`config.mk`:
```
export PLATFORM = sky130hd
export DESIGN_NAME = magnetometer_iron_calibration_unit
export DESIGN_NICKNAME = d
export VERILOG_FILES = /design/src/hw/rtl/mic_pkg.sv /design/src/hw/rtl/mic_front.sv /design/src/hw/rtl/mic_div.sv /design/src/hw/rtl/mic_back.sv /design/src/hw/rtl/magnetometer_iron_calibration_unit.sv
export SDC_FILE = /design/constraint.sdc
export NUM_CORES = 2
export LEC_CHECK = 0
export ABC_AREA = 1
export BUFFER_PORTS_ARGS = -buffer_cell sky130_fd_sc_hd__clkbuf_2
export CAP_MARGIN = 20
export CORE_ASPECT_RATIO = 0.6
export CORE_MARGIN = 2
export CORE_UTILIZATION = 57
export CTS_BUF_LIST = sky130_fd_sc_hd__clkbuf_16
export CTS_CLUSTER_DIAMETER = 120
export DETAILED_ROUTE_END_ITERATION = 10
export GPL_TIMING_DRIVEN = 0
export PLACE_DENSITY = 0.74
export SYNTH_ARGS = -nofsm -noshare
export SYNTH_HDL_FRONTEND = slang
export SYNTH_SLANG_ARGS = --single-unit
```
`constraint.sdc`:
```
create_clock -name clk -period 9.3 [get_ports clk]
set_clock_uncertainty 0.2 [all_clocks]
set_input_delay 1.86 -clock clk [delete_from_list [all_inputs] [get_ports clk]]
set_output_delay 1.86 -clock clk [all_outputs]
set_load 0.02 [all_outputs]
```
`src/hw/rtl/mic_pkg.sv`:
```
package mic_pkg;

    localparam int SAMPLE_W   = 16;
    localparam int SCALE_FRAC = 14;
    localparam int SCALE_W    = SCALE_FRAC + 4;
    localparam int COUNT_W    = 16;
    localparam int CFG_W      = 16;
    localparam int AXES       = 3;
    localparam int AXIS_W     = 2;

    // positive range max - min fits the sample width when read unsigned
    localparam int RANGE_W = SAMPLE_W;
    localparam int SUM_W   = RANGE_W + 2;
    // divisor is 6 * range, dividend is 2 * sum * 2^SCALE_FRAC + 3 * range
    localparam int DEN_W   = RANGE_W + 3;
    localparam int NUM_W   = SUM_W + SCALE_FRAC + 2;
    localparam int PROD_W  = SAMPLE_W + SCALE_W + 2;

    // APB
    localparam int APB_DATA_W = 32;
    localparam int APB_ADDR_W = 3;
    localparam logic REG_SAMPLE_COUNT = 1'b0;
    localparam logic REG_AXIS_SPAN    = 1'b1;
    localparam logic [CFG_W-1:0] SAMPLE_COUNT_RESET = CFG_W'(50);
    localparam logic [CFG_W-1:0] AXIS_SPAN_RESET    = CFG_W'(205);

    // command codes on the kind field
    localparam logic [2:0] KIND_DEFAULT = 3'd0;
    localparam logic [2:0] KIND_BEGIN   = 3'd1;
    localparam logic [2:0] KIND_ADD     = 3'd2;
    localparam logic [2:0] KIND_FINISH  = 3'd3;
    localparam logic [2:0] KIND_APPLY   = 3'd4;

    localparam logic [1:0] STATUS_OK     = 2'd0;
    localparam logic [1:0] STATUS_REJECT = 2'd1;
    localparam logic [1:0] STATUS_FEW    = 2'd2;
    localparam logic [1:0] STATUS_SPAN   = 2'd3;

    typedef struct packed {
        logic [2:0]                 kind;
        logic signed [SAMPLE_W-1:0] sample_x;
        logic signed [SAMPLE_W-1:0] sample_y;
        logic signed [SAMPLE_W-1:0] sample_z;
        logic                       sample_bad;
    } cmd_t;

    typedef struct packed {
        logic [1:0]                 status;
        logic signed [SAMPLE_W-1:0] out_x;
        logic signed [SAMPLE_W-1:0] out_y;
        logic signed [SAMPLE_W-1:0] out_z;
        logic [COUNT_W-1:0]         accepted_count;
        logic [COUNT_W-1:0]         rejected_count;
    } rsp_t;

    typedef enum logic [2:0] {
        OP_DEFAULT,
        OP_BEGIN,
        OP_ACCEPT,
        OP_REJECT,
        OP_FINISH,
        OP_APPLY,
        OP_NOP
    } op_t;

    typedef struct packed {
        op_t                             op;
        logic [AXES-1:0][SAMPLE_W-1:0]   sample;
    } job_t;

    typedef struct packed {
        logic             start;
        logic [NUM_W-1:0] num;
        logic [DEN_W-1:0] den;
    } div_req_t;

    typedef struct packed {
        logic             done;
        logic [NUM_W-1:0] quo;
    } div_rsp_t;

    typedef enum logic [2:0] {
        ST_IDLE,
        ST_MUL,
        ST_DIV_START,
        ST_DIV_WAIT,
        ST_HOLD
    } back_state_t;

endpackage

```
`src/hw/rtl/mic_front.sv`:
```
module mic_front (
    input  logic            clk,
    input  logic            rst_n,
    input  logic            cmd_valid,
    output logic            cmd_ready,
    input  mic_pkg::cmd_t   cmd,
    output logic            job_valid,
    input  logic            job_ready,
    output mic_pkg::job_t   job
);

    localparam int DEPTH = 2;
    localparam int PTR_W = $clog2(DEPTH);

    mic_pkg::job_t        entry_reg [DEPTH];
    mic_pkg::job_t        job_in;
    logic [PTR_W-1:0]     wr_ptr_reg, wr_ptr_next;
    logic [PTR_W-1:0]     rd_ptr_reg, rd_ptr_next;
    logic [PTR_W:0]       count_reg, count_next;
    logic                 push, pop;

    // decode the command into an operation for the back end
    always_comb
    begin
        job_in.sample = {cmd.sample_z, cmd.sample_y, cmd.sample_x};
        unique case (cmd.kind)
            mic_pkg::KIND_DEFAULT: job_in.op = mic_pkg::OP_DEFAULT;
            mic_pkg::KIND_BEGIN:   job_in.op = mic_pkg::OP_BEGIN;
            mic_pkg::KIND_ADD:     job_in.op = cmd.sample_bad ? mic_pkg::OP_REJECT
                                                              : mic_pkg::OP_ACCEPT;
            mic_pkg::KIND_FINISH:  job_in.op = mic_pkg::OP_FINISH;
            mic_pkg::KIND_APPLY:   job_in.op = mic_pkg::OP_APPLY;
            default:               job_in.op = mic_pkg::OP_NOP;
        endcase
    end

    assign cmd_ready = (count_reg != (PTR_W+1)'(DEPTH));
    assign job_valid = (count_reg != '0);
    assign job       = entry_reg[rd_ptr_reg];
    assign push      = cmd_valid && cmd_ready;
    assign pop       = job_valid && job_ready;

    always_comb
    begin
        wr_ptr_next = push ? wr_ptr_reg + 1'b1 : wr_ptr_reg;
        rd_ptr_next = pop ? rd_ptr_reg + 1'b1 : rd_ptr_reg;
        count_next  = count_reg;
        if (push && !pop)
        begin
            count_next = count_reg + 1'b1;
        end
        else if (pop && !push)
        begin
            count_next = count_reg - 1'b1;
        end
    end

    always_ff @(posedge clk or negedge rst_n)
    begin
        if (!rst_n)
        begin
            wr_ptr_reg <= '0;
            rd_ptr_reg <= '0;
            count_reg  <= '0;
        end
        else
        begin
            wr_ptr_reg <= wr_ptr_next;
            rd_ptr_reg <= rd_ptr_next;
            count_reg  <= count_next;
        end
    end

    always_ff @(posedge clk)
    begin
        if (push)
        begin
            entry_reg[wr_ptr_reg] <= job_in;
        end
    end

endmodule

```
`src/hw/rtl/mic_div.sv`:
```
module mic_div (
    input  logic                clk,
    input  logic                rst_n,
    input  mic_pkg::div_req_t   req,
    output mic_pkg::div_rsp_t   rsp
);

    localparam int NUM_W = mic_pkg::NUM_W;
    localparam int DEN_W = mic_pkg::DEN_W;
    localparam int CNT_W = $clog2(NUM_W);

    logic                busy_reg, busy_next;
    logic                done_reg, done_next;
    logic [CNT_W-1:0]    cnt_reg, cnt_next;
    logic [DEN_W-1:0]    rem_reg, rem_next;
    logic [DEN_W-1:0]    den_reg, den_next;
    logic [NUM_W-1:0]    quo_reg, quo_next;
    logic [DEN_W:0]      trial;

    // restoring division: dividend bits shift out the top of quo_reg while
    // quotient bits shift in at the bottom
    always_comb
    begin
        busy_next = busy_reg;
        done_next = 1'b0;
        cnt_next  = cnt_reg;
        rem_next  = rem_reg;
        den_next  = den_reg;
        quo_next  = quo_reg;
        trial     = {rem_reg, quo_reg[NUM_W-1]};
        if (req.start)
        begin
            busy_next = 1'b1;
            cnt_next  = CNT_W'(NUM_W - 1);
            rem_next  = '0;
            den_next  = req.den;
            quo_next  = req.num;
        end
        else if (busy_reg)
        begin
            if (trial >= {1'b0, den_reg})
            begin
                rem_next = DEN_W'(trial - {1'b0, den_reg});
                quo_next = {quo_reg[NUM_W-2:0], 1'b1};
            end
            else
            begin
                rem_next = trial[DEN_W-1:0];
                quo_next = {quo_reg[NUM_W-2:0], 1'b0};
            end
            cnt_next = cnt_reg - 1'b1;
            if (cnt_reg == '0)
            begin
                busy_next = 1'b0;
                done_next = 1'b1;
            end
        end
    end

    always_ff @(posedge clk or negedge rst_n)
    begin
        if (!rst_n)
        begin
            busy_reg <= 1'b0;
            done_reg <= 1'b0;
            cnt_reg  <= '0;
        end
        else
        begin
            busy_reg <= busy_next;
            done_reg <= done_next;
            cnt_reg  <= cnt_next;
        end
    end

    always_ff @(posedge clk)
    begin
        rem_reg <= rem_next;
        den_reg <= den_next;
        quo_reg <= quo_next;
    end

    assign rsp.done = done_reg;
    assign rsp.quo  = quo_reg;

endmodule

```
`src/hw/rtl/mic_back.sv`:
```
module mic_back (
    input  logic                                clk,
    input  logic                                rst_n,
    input  logic                                job_valid,
    output logic                                job_ready,
    input  mic_pkg::job_t                       job,
    output logic                                rsp_valid,
    input  logic                                rsp_ready,
    output mic_pkg::rsp_t                       rsp,
    input  logic [mic_pkg::CFG_W-1:0]           min_sample_count,
    input  logic [mic_pkg::CFG_W-1:0]           min_axis_span,
    output mic_pkg::div_req_t                   div_req,
    input  mic_pkg::div_rsp_t                   div_rsp
);

    localparam int SAMPLE_W   = mic_pkg::SAMPLE_W;
    localparam int SCALE_W    = mic_pkg::SCALE_W;
    localparam int SCALE_FRAC = mic_pkg::SCALE_FRAC;
    localparam int COUNT_W    = mic_pkg::COUNT_W;
    localparam int AXES       = mic_pkg::AXES;
    localparam int AXIS_W     = mic_pkg::AXIS_W;
    localparam int RANGE_W    = mic_pkg::RANGE_W;
    localparam int SUM_W      = mic_pkg::SUM_W;
    localparam int DEN_W      = mic_pkg::DEN_W;
    localparam int NUM_W      = mic_pkg::NUM_W;
    localparam int PROD_W     = mic_pkg::PROD_W;

    localparam logic signed [SAMPLE_W-1:0] SMP_MAX = {1'b0, {(SAMPLE_W-1){1'b1}}};
    localparam logic signed [SAMPLE_W-1:0] SMP_MIN = {1'b1, {(SAMPLE_W-1){1'b0}}};
    localparam logic [SCALE_W-1:0] SCALE_ONE = SCALE_W'(1) << SCALE_FRAC;
    localparam logic [SCALE_W-1:0] SCALE_MAX = '1;
    localparam logic signed [PROD_W-1:0] ROUND_HALF = PROD_W'(1) << (SCALE_FRAC - 1);
    localparam logic signed [PROD_W-1:0] SAT_MAX = PROD_W'(SMP_MAX);
    localparam logic signed [PROD_W-1:0] SAT_MIN = {{(PROD_W-SAMPLE_W){1'b1}}, SMP_MIN};
    localparam logic [AXIS_W-1:0] LAST_AXIS = AXIS_W'(AXES - 1);

    typedef logic signed [SAMPLE_W-1:0] smp_t;
    typedef logic signed [PROD_W-1:0]   prod_t;

    mic_pkg::back_state_t   state_reg, state_next;
    logic [AXIS_W-1:0]      axis_reg, axis_next;
    smp_t                   min_reg  [AXES], min_next  [AXES];
    smp_t                   max_reg  [AXES], max_next  [AXES];
    smp_t                   bias_reg [AXES], bias_next [AXES];
    logic [SCALE_W-1:0]     scale_reg [AXES], scale_next [AXES];
    prod_t                  prod_reg [AXES], prod_next [AXES];
    logic [COUNT_W-1:0]     acc_reg, acc_next;
    logic [COUNT_W-1:0]     rej_reg, rej_next;
    logic                   rsp_valid_reg, rsp_valid_next;
    mic_pkg::rsp_t          rsp_reg, rsp_next;

    logic                          out_free;
    logic                          take;
    smp_t                          smp [AXES];
    logic signed [SAMPLE_W:0]      rng [AXES];
    logic [RANGE_W-1:0]            rng_u [AXES];
    logic signed [SAMPLE_W:0]      mid2 [AXES];
    logic signed [SAMPLE_W:0]      diff [AXES];
    logic signed [SCALE_W:0]       scl_s [AXES];
    prod_t                         prod [AXES];
    prod_t                         rnd [AXES];
    prod_t                         shr [AXES];
    smp_t                          sat [AXES];
    logic signed [mic_pkg::CFG_W:0] span_s;
    logic                          span_bad;
    logic [SUM_W-1:0]              sum;
    logic [RANGE_W-1:0]            sel_rng;
    logic [DEN_W-1:0]              r3;
    logic [SCALE_W-1:0]            quo_sat;

    assign out_free  = !rsp_valid_reg || rsp_ready;
    assign job_ready = (state_reg == mic_pkg::ST_IDLE) && out_free;
    assign take      = job_valid && job_ready;
    assign span_s    = $signed({1'b0, min_axis_span});

    // per-axis datapath: ranges, midpoints, span check, apply products, rounding and saturation
    always_comb
    begin
        span_bad = 1'b0;
        for (int a = 0; a < AXES; a++)
        begin
            smp[a]   = $signed(job.sample[a]);
            rng[a]   = {max_reg[a][SAMPLE_W-1], max_reg[a]}
                     - {min_reg[a][SAMPLE_W-1], min_reg[a]};
            rng_u[a] = rng[a][RANGE_W-1:0];
            mid2[a]  = {min_reg[a][SAMPLE_W-1], min_reg[a]}
                     + {max_reg[a][SAMPLE_W-1], max_reg[a]};
            if (rng[a] <= 0 || rng[a] < span_s)
            begin
                span_bad = 1'b1;
            end
            diff[a]  = {smp[a][SAMPLE_W-1], smp[a]}
                     - {bias_reg[a][SAMPLE_W-1], bias_reg[a]};
            scl_s[a] = $signed({1'b0, scale_reg[a]});
            prod[a]  = PROD_W'(diff[a]) * PROD_W'(scl_s[a]);
            rnd[a]   = prod_reg[a] + ROUND_HALF;
            shr[a]   = rnd[a] >>> SCALE_FRAC;
            if (shr[a] > SAT_MAX)
            begin
                sat[a] = SMP_MAX;
            end
            else if (shr[a] < SAT_MIN)
            begin
                sat[a] = SMP_MIN;
            end
            else
            begin
                sat[a] = shr[a][SAMPLE_W-1:0];
            end
        end
        sum = SUM_W'(rng_u[0]) + SUM_W'(rng_u[1]) + SUM_W'(rng_u[2]);
    end

    // divider operands for the axis in progress, and the saturated quotient
    always_comb
    begin
        sel_rng = rng_u[axis_reg];
        r3      = DEN_W'(sel_rng) + (DEN_W'(sel_rng) << 1);
        quo_sat = (div_rsp.quo > NUM_W'(SCALE_MAX)) ? SCALE_MAX
                                                    : div_rsp.quo[SCALE_W-1:0];
    end

    always_comb
    begin
        state_next     = state_reg;
        axis_next      = axis_reg;
        min_next       = min_reg;
        max_next       = max_reg;
        bias_next      = bias_reg;
        scale_next     = scale_reg;
        prod_next      = prod_reg;
        acc_next       = acc_reg;
        rej_next       = rej_reg;
        rsp_valid_next = rsp_valid_reg && !rsp_ready;
        rsp_next       = rsp_reg;
        div_req.start  = 1'b0;
        div_req.num    = (NUM_W'(sum) << (SCALE_FRAC + 1)) + NUM_W'(r3);
        div_req.den    = r3 << 1;

        unique case (state_reg)
            mic_pkg::ST_IDLE:
            begin
                if (take)
                begin
                    rsp_next = '0;
                    unique case (job.op)
                        mic_pkg::OP_DEFAULT:
                        begin
                            for (int a = 0; a < AXES; a++)
                            begin
                                bias_next[a]  = '0;
                                scale_next[a] = SCALE_ONE;
                            end
                        end
                        mic_pkg::OP_BEGIN:
                        begin
                            for (int a = 0; a < AXES; a++)
                            begin
                                min_next[a] = SMP_MAX;
                                max_next[a] = SMP_MIN;
                            end
                            acc_next = '0;
                            rej_next = '0;
                        end
                        mic_pkg::OP_ACCEPT:
                        begin
                            for (int a = 0; a < AXES; a++)
                            begin
                                if (smp[a] < min_reg[a])
                                begin
                                    min_next[a] = smp[a];
                                end
                                if (smp[a] > max_reg[a])
                                begin
                                    max_next[a] = smp[a];
                                end
                            end
                            if (acc_reg != '1)
                            begin
                                acc_next = acc_reg + 1'b1;
                            end
                        end
                        mic_pkg::OP_REJECT:
                        begin
                            if (rej_reg != '1)
                            begin
                                rej_next = rej_reg + 1'b1;
                            end
                            rsp_next.status = mic_pkg::STATUS_REJECT;
                        end
                        mic_pkg::OP_FINISH:
                        begin
                            if (acc_reg < min_sample_count)
                            begin
                                rsp_next.status = mic_pkg::STATUS_FEW;
                            end
                            else if (span_bad)
                            begin
                                rsp_next.status = mic_pkg::STATUS_SPAN;
                            end
                            else
                            begin
                                for (int a = 0; a < AXES; a++)
                                begin
                                    bias_next[a] = mid2[a][SAMPLE_W:1];
                                end
                                axis_next  = '0;
                                state_next = mic_pkg::ST_DIV_START;
                            end
                        end
                        mic_pkg::OP_APPLY:
                        begin
                            prod_next  = prod;
                            state_next = mic_pkg::ST_MUL;
                        end
                        default:
                        begin
                        end
                    endcase
                    rsp_next.accepted_count = acc_next;
                    rsp_next.rejected_count = rej_next;
                    rsp_valid_next = (state_next == mic_pkg::ST_IDLE);
                end
            end
            mic_pkg::ST_MUL:
            begin
                if (out_free)
                begin
                    rsp_next                = '0;
                    rsp_next.out_x          = sat[0];
                    rsp_next.out_y          = sat[1];
                    rsp_next.out_z          = sat[2];
                    rsp_next.accepted_count = acc_reg;
                    rsp_next.rejected_count = rej_reg;
                    rsp_valid_next          = 1'b1;
                    state_next              = mic_pkg::ST_IDLE;
                end
            end
            mic_pkg::ST_DIV_START:
            begin
                div_req.start = 1'b1;
                state_next    = mic_pkg::ST_DIV_WAIT;
            end
            mic_pkg::ST_DIV_WAIT:
            begin
                if (div_rsp.done)
                begin
                    scale_next[axis_reg] = quo_sat;
                    if (axis_reg == LAST_AXIS)
                    begin
                        state_next = mic_pkg::ST_HOLD;
                    end
                    else
                    begin
                        axis_next  = axis_reg + 1'b1;
                        state_next = mic_pkg::ST_DIV_START;
                    end
                end
            end
            mic_pkg::ST_HOLD:
            begin
                if (out_free)
                begin
                    rsp_next                = '0;
                    rsp_next.accepted_count = acc_reg;
                    rsp_next.rejected_count = rej_reg;
                    rsp_valid_next          = 1'b1;
                    state_next              = mic_pkg::ST_IDLE;
                end
            end
            default:
            begin
                state_next = mic_pkg::ST_IDLE;
            end
        endcase
    end

    always_ff @(posedge clk or negedge rst_n)
    begin
        if (!rst_n)
        begin
            state_reg     <= mic_pkg::ST_IDLE;
            axis_reg      <= '0;
            acc_reg       <= '0;
            rej_reg       <= '0;
            rsp_valid_reg <= 1'b0;
            for (int a = 0; a < AXES; a++)
            begin
                min_reg[a]   <= SMP_MAX;
                max_reg[a]   <= SMP_MIN;
                bias_reg[a]  <= '0;
                scale_reg[a] <= SCALE_ONE;
            end
        end
        else
        begin
            state_reg     <= state_next;
            axis_reg      <= axis_next;
            acc_reg       <= acc_next;
            rej_reg       <= rej_next;
            rsp_valid_reg <= rsp_valid_next;
            min_reg       <= min_next;
            max_reg       <= max_next;
            bias_reg      <= bias_next;
            scale_reg     <= scale_next;
        end
    end

    always_ff @(posedge clk)
    begin
        prod_reg <= prod_next;
        rsp_reg  <= rsp_next;
    end

    assign rsp_valid = rsp_valid_reg;
    assign rsp       = rsp_reg;

endmodule

```
`src/hw/rtl/magnetometer_iron_calibration_unit.sv`:
```
// Hard/soft-iron magnetometer calibration, min/max tracking, diagonal scale.
// Command channel (cmd_valid/cmd_ready/cmd): one command beat carries kind and
// a three-axis Q5.11 sample. Result channel (rsp_valid/rsp_ready/rsp): exactly
// one result beat per command, in command order.
// A two-entry queue sits between the command decoder and the executor, and the
// result sits in an output register, so a stalled receiver backs up only as
// far as that queue; cmd_ready drops once it is full.
// Apply does one registered 17x19 multiply per axis before its result. The
// executor takes one beat per cycle for default/begin/add while the result
// register is free; an apply holds off the next command until its result is
// out. A successful finish runs the one-bit-per-cycle divider once per axis,
// 34 steps each, before its result; a failed finish answers like an add.
// Reset: bias 0, scale 1.0, trackers at their extremes, counters zero,
// min_sample_count 50, min_axis_span 205, both channels empty.
// Configuration (APB, pready tied high) is to be written by the user only while
// no command is in flight; the block itself does not enforce this.
module magnetometer_iron_calibration_unit (
    input  logic                                clk,
    input  logic                                rst_n,
    input  logic                                cmd_valid,
    output logic                                cmd_ready,
    input  mic_pkg::cmd_t                       cmd,
    output logic                                rsp_valid,
    input  logic                                rsp_ready,
    output mic_pkg::rsp_t                       rsp,
    input  logic                                psel,
    input  logic                                penable,
    input  logic                                pwrite,
    input  logic [mic_pkg::APB_ADDR_W-1:0]      paddr,
    input  logic [mic_pkg::APB_DATA_W-1:0]      pwdata,
    output logic [mic_pkg::APB_DATA_W-1:0]      prdata,
    output logic                                pready
);

    localparam int CFG_W      = mic_pkg::CFG_W;
    localparam int APB_DATA_W = mic_pkg::APB_DATA_W;

    logic [CFG_W-1:0]      count_cfg_reg, count_cfg_next;
    logic [CFG_W-1:0]      span_cfg_reg, span_cfg_next;
    logic                  cfg_wr;
    logic                  job_valid;
    logic                  job_ready;
    mic_pkg::job_t         job;
    mic_pkg::div_req_t     div_req;
    mic_pkg::div_rsp_t     div_rsp;

    assign pready = 1'b1;
    assign cfg_wr = psel && penable && pwrite;

    always_comb
    begin
        count_cfg_next = count_cfg_reg;
        span_cfg_next  = span_cfg_reg;
        if (cfg_wr)
        begin
            unique case (paddr[2])
                mic_pkg::REG_SAMPLE_COUNT: count_cfg_next = pwdata[CFG_W-1:0];
                mic_pkg::REG_AXIS_SPAN:    span_cfg_next  = pwdata[CFG_W-1:0];
                default:                   ;
            endcase
        end
        unique case (paddr[2])
            mic_pkg::REG_SAMPLE_COUNT: prdata = APB_DATA_W'(count_cfg_reg);
            mic_pkg::REG_AXIS_SPAN:    prdata = APB_DATA_W'(span_cfg_reg);
            default:                   prdata = '0;
        endcase
    end

    always_ff @(posedge clk or negedge rst_n)
    begin
        if (!rst_n)
        begin
            count_cfg_reg <= mic_pkg::SAMPLE_COUNT_RESET;
            span_cfg_reg  <= mic_pkg::AXIS_SPAN_RESET;
        end
        else
        begin
            count_cfg_reg <= count_cfg_next;
            span_cfg_reg  <= span_cfg_next;
        end
    end

    mic_front u_front (
        .clk       (clk),
        .rst_n     (rst_n),
        .cmd_valid (cmd_valid),
        .cmd_ready (cmd_ready),
        .cmd       (cmd),
        .job_valid (job_valid),
        .job_ready (job_ready),
        .job       (job)
    );

    mic_back u_back (
        .clk              (clk),
        .rst_n            (rst_n),
        .job_valid        (job_valid),
        .job_ready        (job_ready),
        .job              (job),
        .rsp_valid        (rsp_valid),
        .rsp_ready        (rsp_ready),
        .rsp              (rsp),
        .min_sample_count (count_cfg_reg),
        .min_axis_span    (span_cfg_reg),
        .div_req          (div_req),
        .div_rsp          (div_rsp)
    );

    mic_div u_div (
        .clk   (clk),
        .rst_n (rst_n),
        .req   (div_req),
        .rsp   (div_rsp)
    );

endmodule

```
==> Implementation_results.wiki <==
{| class="wikitable"
! Metric !! Value
|-
| Setup TNS after final layout || 0 ns
|-
| VDD IR-drop max || 0.128 mV
|-
| Sum of net half-perimeters after detailed placement || 186000 um
|-
| Global-route met2 utilization || 48.4%
|-
| Final hold violations || 0
|-
| Number of buffers inserted during clock tree synthesis || 66
|-
| Post-synthesis xor/xnor area fraction || 2.50%
|-
| Die boundary height || 278 um
|-
| Total power per unit cell area || 76.6 nW/um^2
|-
| Violation count after the first detailed-routing iteration || 7251
|-
| Via count of the first global-routing pass || 61400
|-
| Top fanout value on the critical path || 10
|-
| Average wire per cell in the routed design || 20.7 um
|-
| Period minus WS final || 9.10 ns
|-
| Leading post-synthesis cells by cell area || sky130_fd_sc_hd__fa_1 (21%), sky130_fd_sc_hd__ha_1 (13%), sky130_fd_sc_hd__edfxtp_1 (13%), sky130_fd_sc_hd__nand2_1 (9.6%), sky130_fd_sc_hd__inv_1 (9.4%)
|-
| Share of the clock period used by the worst path || 97.9%
|-
| Number of vias in the routed layout || 62900
|-
| Placed Instance Area || 74400 um^2
|-
| Core Area || 124000 um^2
|-
| Mapped Area || 71100 um^2
|-
| Initial antenna violation count || 6
|-
| Maximum level of the CTS H-tree || 3
|-
| Data required, critical path || 9.51 ns
|-
| IO Count || 211
|-
| Placed cell count || 10800
|-
| Worst reg2reg startpoint || u_front.rd_ptr_reg
|-
| Horizontal die dimension || 460 um
|-
| TritonCTS clock tree || built
|-
| Adder-Cell Fraction of Synth Area || 33.9%
|-
| Number of violations of the max-capacitance limit || 0
|-
| Static leakage power || 40.0 nW
|-
| Post-synthesis sequential area ratio || 23.4%
|-
| Number of logic stages on the critical path including buffering || 35
|-
| Global-route wire length before repair || 350000 um
|-
| Remaining max-slew budget at the tightest pin || 20.3%
|-
| Compound-cell area share of the yosys netlist || 9.56%
|-
| Overall die area || 128000 um^2
|-
| R2R setup slack || 0.20 ns
|-
| Arrival time worst endpoint || 9.31 ns
|-
| Post-route total power || 5.93 mW
|-
| Dominant cell type by area after synthesis || sky130_fd_sc_hd__fa_1
|-
| Layout filler cell count || 10900
|-
| Post-synthesis mux area share || 0.229%
|-
| Post-layout instance count excluding filler cells || 10900
|-
| Slew of the pin with the lowest slew margin || 1.19 ns
|-
| First-pass DRT Iterations || 7
|-
| Hold buffer count at cts || 0
|-
| Source of the critical timing path || u_front.rd_ptr_reg
|-
| Total detailed-routing wirelength || 226000 um
|-
| Endpoint of the worst register-to-register path || u_back.prod_reg[107]
|-
| Via density || 5.76
|-
| GRT Util Overall || 35.7%
|-
| Run status || finished, final reports clean
|-
| Number of sinks handled by clock tree synthesis || 604
|-
| Pin count of the biggest net entering global routing || 107
|-
| Residual DRC || 0
|-
| Number of flip-flops under the largest register name || 102
|-
| Gate count of the mapped netlist || 8943
|-
| Area Growth Syn to Fin || 8.93%
|-
| Post-synthesis share of cell area spent on and, or, nand and nor gates || 19.3%
|-
| Cell with the biggest individual delay on the critical path || sky130_fd_sc_hd__fa_1
|-
| CP most frequent cell || sky130_fd_sc_hd__fa_1
|-
| Ys async rst share || 46.4%
|-
| Row count || 100
|-
| Remaining global-route overflow || 0
|-
| Kind of launch point of the worst setup path || register
|-
| Max Transition Viols Final || 0
|-
| Post-synth top flop || sky130_fd_sc_hd__edfxtp_1
|-
| Clock transition time at the flip-flop clock pins of the worst setup and hold paths || 0.06 ns
|-
| Finish-stage setup viols || 0
|-
| Worst-skew pair later-pin latency || 0.68 ns
|-
| GRT met1 Usage || 53.6%
|-
| Main combinational cell family by area after synthesis || adder cells
|-
| Startpoint of the tightest hold check path || u_back.bias_reg[27]
|-
| Slowest Stage Delay on Critical Path || 0.56 ns
|-
| Layout cells sized above 1 || 7.26%
|-
| Critical setup path kind || reg -> reg
|-
| Initial core utilization || 57.4%
|-
| Number of nets in the final layout || 10800
|-
| Area share of the leading cell type in the synthesized netlist || 20.5%
|-
| Buffers from clock root to sink, at most || 3
|-
| Capture point of the critical path || u_back.prod_reg[107]
|-
| Achievable clock frequency || 110 MHz
|-
| Post-route standard cell area excluding fillers || 77400 um^2
|-
| Number of nets still failing antenna checks after routing || 0
|-
| Count of input and output buffers || 175
|-
| Final estimated routing congestion in global placement || 1.03
|-
| Classification of the worst-slack hold path || reg -> reg
|-
| WP buf/inv || 9
|-
| Flop and latch count out of synthesis || 604
|-
| Crit path max-delay family || adder cells
|-
| Count of flip-flops with a built-in enable after synthesis || 305
|-
| Clock Tree Root || sky130_fd_sc_hd__clkbuf_16
|-
| Worst setup EP type || register
|-
| Yosys synthesis warning count || 0
|-
| Routing usage on met3 || 13.1%
|-
| Library cells used by synthesis || 72
|-
| Depth of the most critical reg-to-reg path || 35
|-
| Post-Syn Area per Cell || 7.95 um^2
|-
| Global route hottest layer || met1
|}
area by class of cell:
cell class	instances	area, um^2	share of cell area (%)
diodes	1	2.50	0.00323
plain buffers	258	1250	1.62
clock buffers	68	1700	2.20
clock inverters	54	564	0.729
inverters	1810	6830	8.82
multi-input cells	6273	47000	60.8
flip-flops and latches	604	16600	21.5
well taps	1632	2040	2.64
repair buffers	209	1360	1.76
cells by family after synthesis:
family / count (synthesis)
simple gates: 3316
mux: 16
buf+inv: 2081
fa+ha+maj: 1486
other cells: 2
xor+xnor: 203
compound gates: 1235
flops: 604
Yosys cell counts, types with 70 or more instances:
cell                       instances
sky130_fd_sc_hd__o21ai_1         109
sky130_fd_sc_hd__ha_1            758
sky130_fd_sc_hd__o21ai_0         405
sky130_fd_sc_hd__nand2_1        1821
sky130_fd_sc_hd__nor3_1           74
sky130_fd_sc_hd__nand4_1          81
sky130_fd_sc_hd__fa_1            728
sky130_fd_sc_hd__a21oi_1         458
sky130_fd_sc_hd__nor2_1          801
sky130_fd_sc_hd__nand3_1         404
sky130_fd_sc_hd__o22ai_1          70
sky130_fd_sc_hd__dfrtp_1         221
sky130_fd_sc_hd__clkbuf_1        191
sky130_fd_sc_hd__inv_1          1773
sky130_fd_sc_hd__edfxtp_1        305
sky130_fd_sc_hd__xor2_1          135
worst min path at each step:
stage	to	slack, ns	depth (start not counted)
floorplan	u_back.bias_reg[10]	0.24	2
global placement	u_back.bias_reg[31]	0.26	2
detailed placement	u_back.bias_reg[6]	0.26	2
CTS	u_back.bias_reg[27]	0.28	2
global route	u_back.bias_reg[10]	0.29	2
finish	u_back.bias_reg[27]	0.27	2
placed cells by master, fill, tap and decap left out, types with 59 or more instances in the layout:
master / count
sky130_fd_sc_hd__nand4_1: 81
sky130_fd_sc_hd__xnor2_1: 68
sky130_fd_sc_hd__o21ai_1: 127
sky130_fd_sc_hd__dfrtp_1: 220
sky130_fd_sc_hd__ha_1: 747
sky130_fd_sc_hd__inv_1: 1768
sky130_fd_sc_hd__edfxtp_1: 305
sky130_fd_sc_hd__nand3_1: 404
sky130_fd_sc_hd__clkbuf_2: 188
sky130_fd_sc_hd__a21oi_1: 445
sky130_fd_sc_hd__fa_1: 725
sky130_fd_sc_hd__dfstp_2: 59
sky130_fd_sc_hd__clkbuf_16: 68
sky130_fd_sc_hd__nor2_1: 793
sky130_fd_sc_hd__nor3_1: 70
sky130_fd_sc_hd__xor2_1: 135
sky130_fd_sc_hd__o21ai_0: 377
sky130_fd_sc_hd__nand2_1: 1802
sky130_fd_sc_hd__o22ai_1: 70
sky130_fd_sc_hd__clkbuf_1: 151
layer usage:
metal | wire (um) | part of all wire, % | vias up
li1 | - | - | 28800
met1 | 99000 | 44 | 30300
met2 | 88600 | 39 | 3450
met3 | 32900 | 15 | 382
met4 | 5500 | 2.4 | 6
met5 | 33 | 0.015 | -
power by group:
| part | internal (mW) | switching, mW | leakage (nW) | total (mW) |
|---|---|---|---|---|
| clock network | 1.56 | 1.27 | 1.13 | 2.83 |
| logic | 0.0841 | 0.167 | 32.9 | 0.251 |
| registers | 2.83 | 0.0204 | 5.98 | 2.85 |
| total | 4.47 | 1.46 | 40.0 | 5.93 |
tightest hold or removal path: stages, from the launching register on:
cell	delay, ns
sky130_fd_sc_hd__dfrtp_1	0.34
sky130_fd_sc_hd__nand2_1	0.05
sky130_fd_sc_hd__nand2_1	0.04
metrics by stage:
stage | util [%] | worst slack, ns | hold slack (ns)
floorplan | - | 0.798 | 0.242
global route | 62.5 | -0.0532 | 0.293
CTS | 62.0 | -0.00104 | 0.276
detailed placement | 60.0 | -2.02 | 0.259
finish | 62.5 | 0.195 | 0.271
global placement | 59.8 | -1.88 | 0.259
what timing repair did:
| item | 4_1_cts | 5_1_grt |
|---|---|---|
| pin swaps | 1 | 8 |
| buffers inserted | 2 | 17 |
| gates resized for setup | 67 | 179 |
| endpoints found under the setup margin | 67 | 57 |
Power figures use the tool's default switching activity.
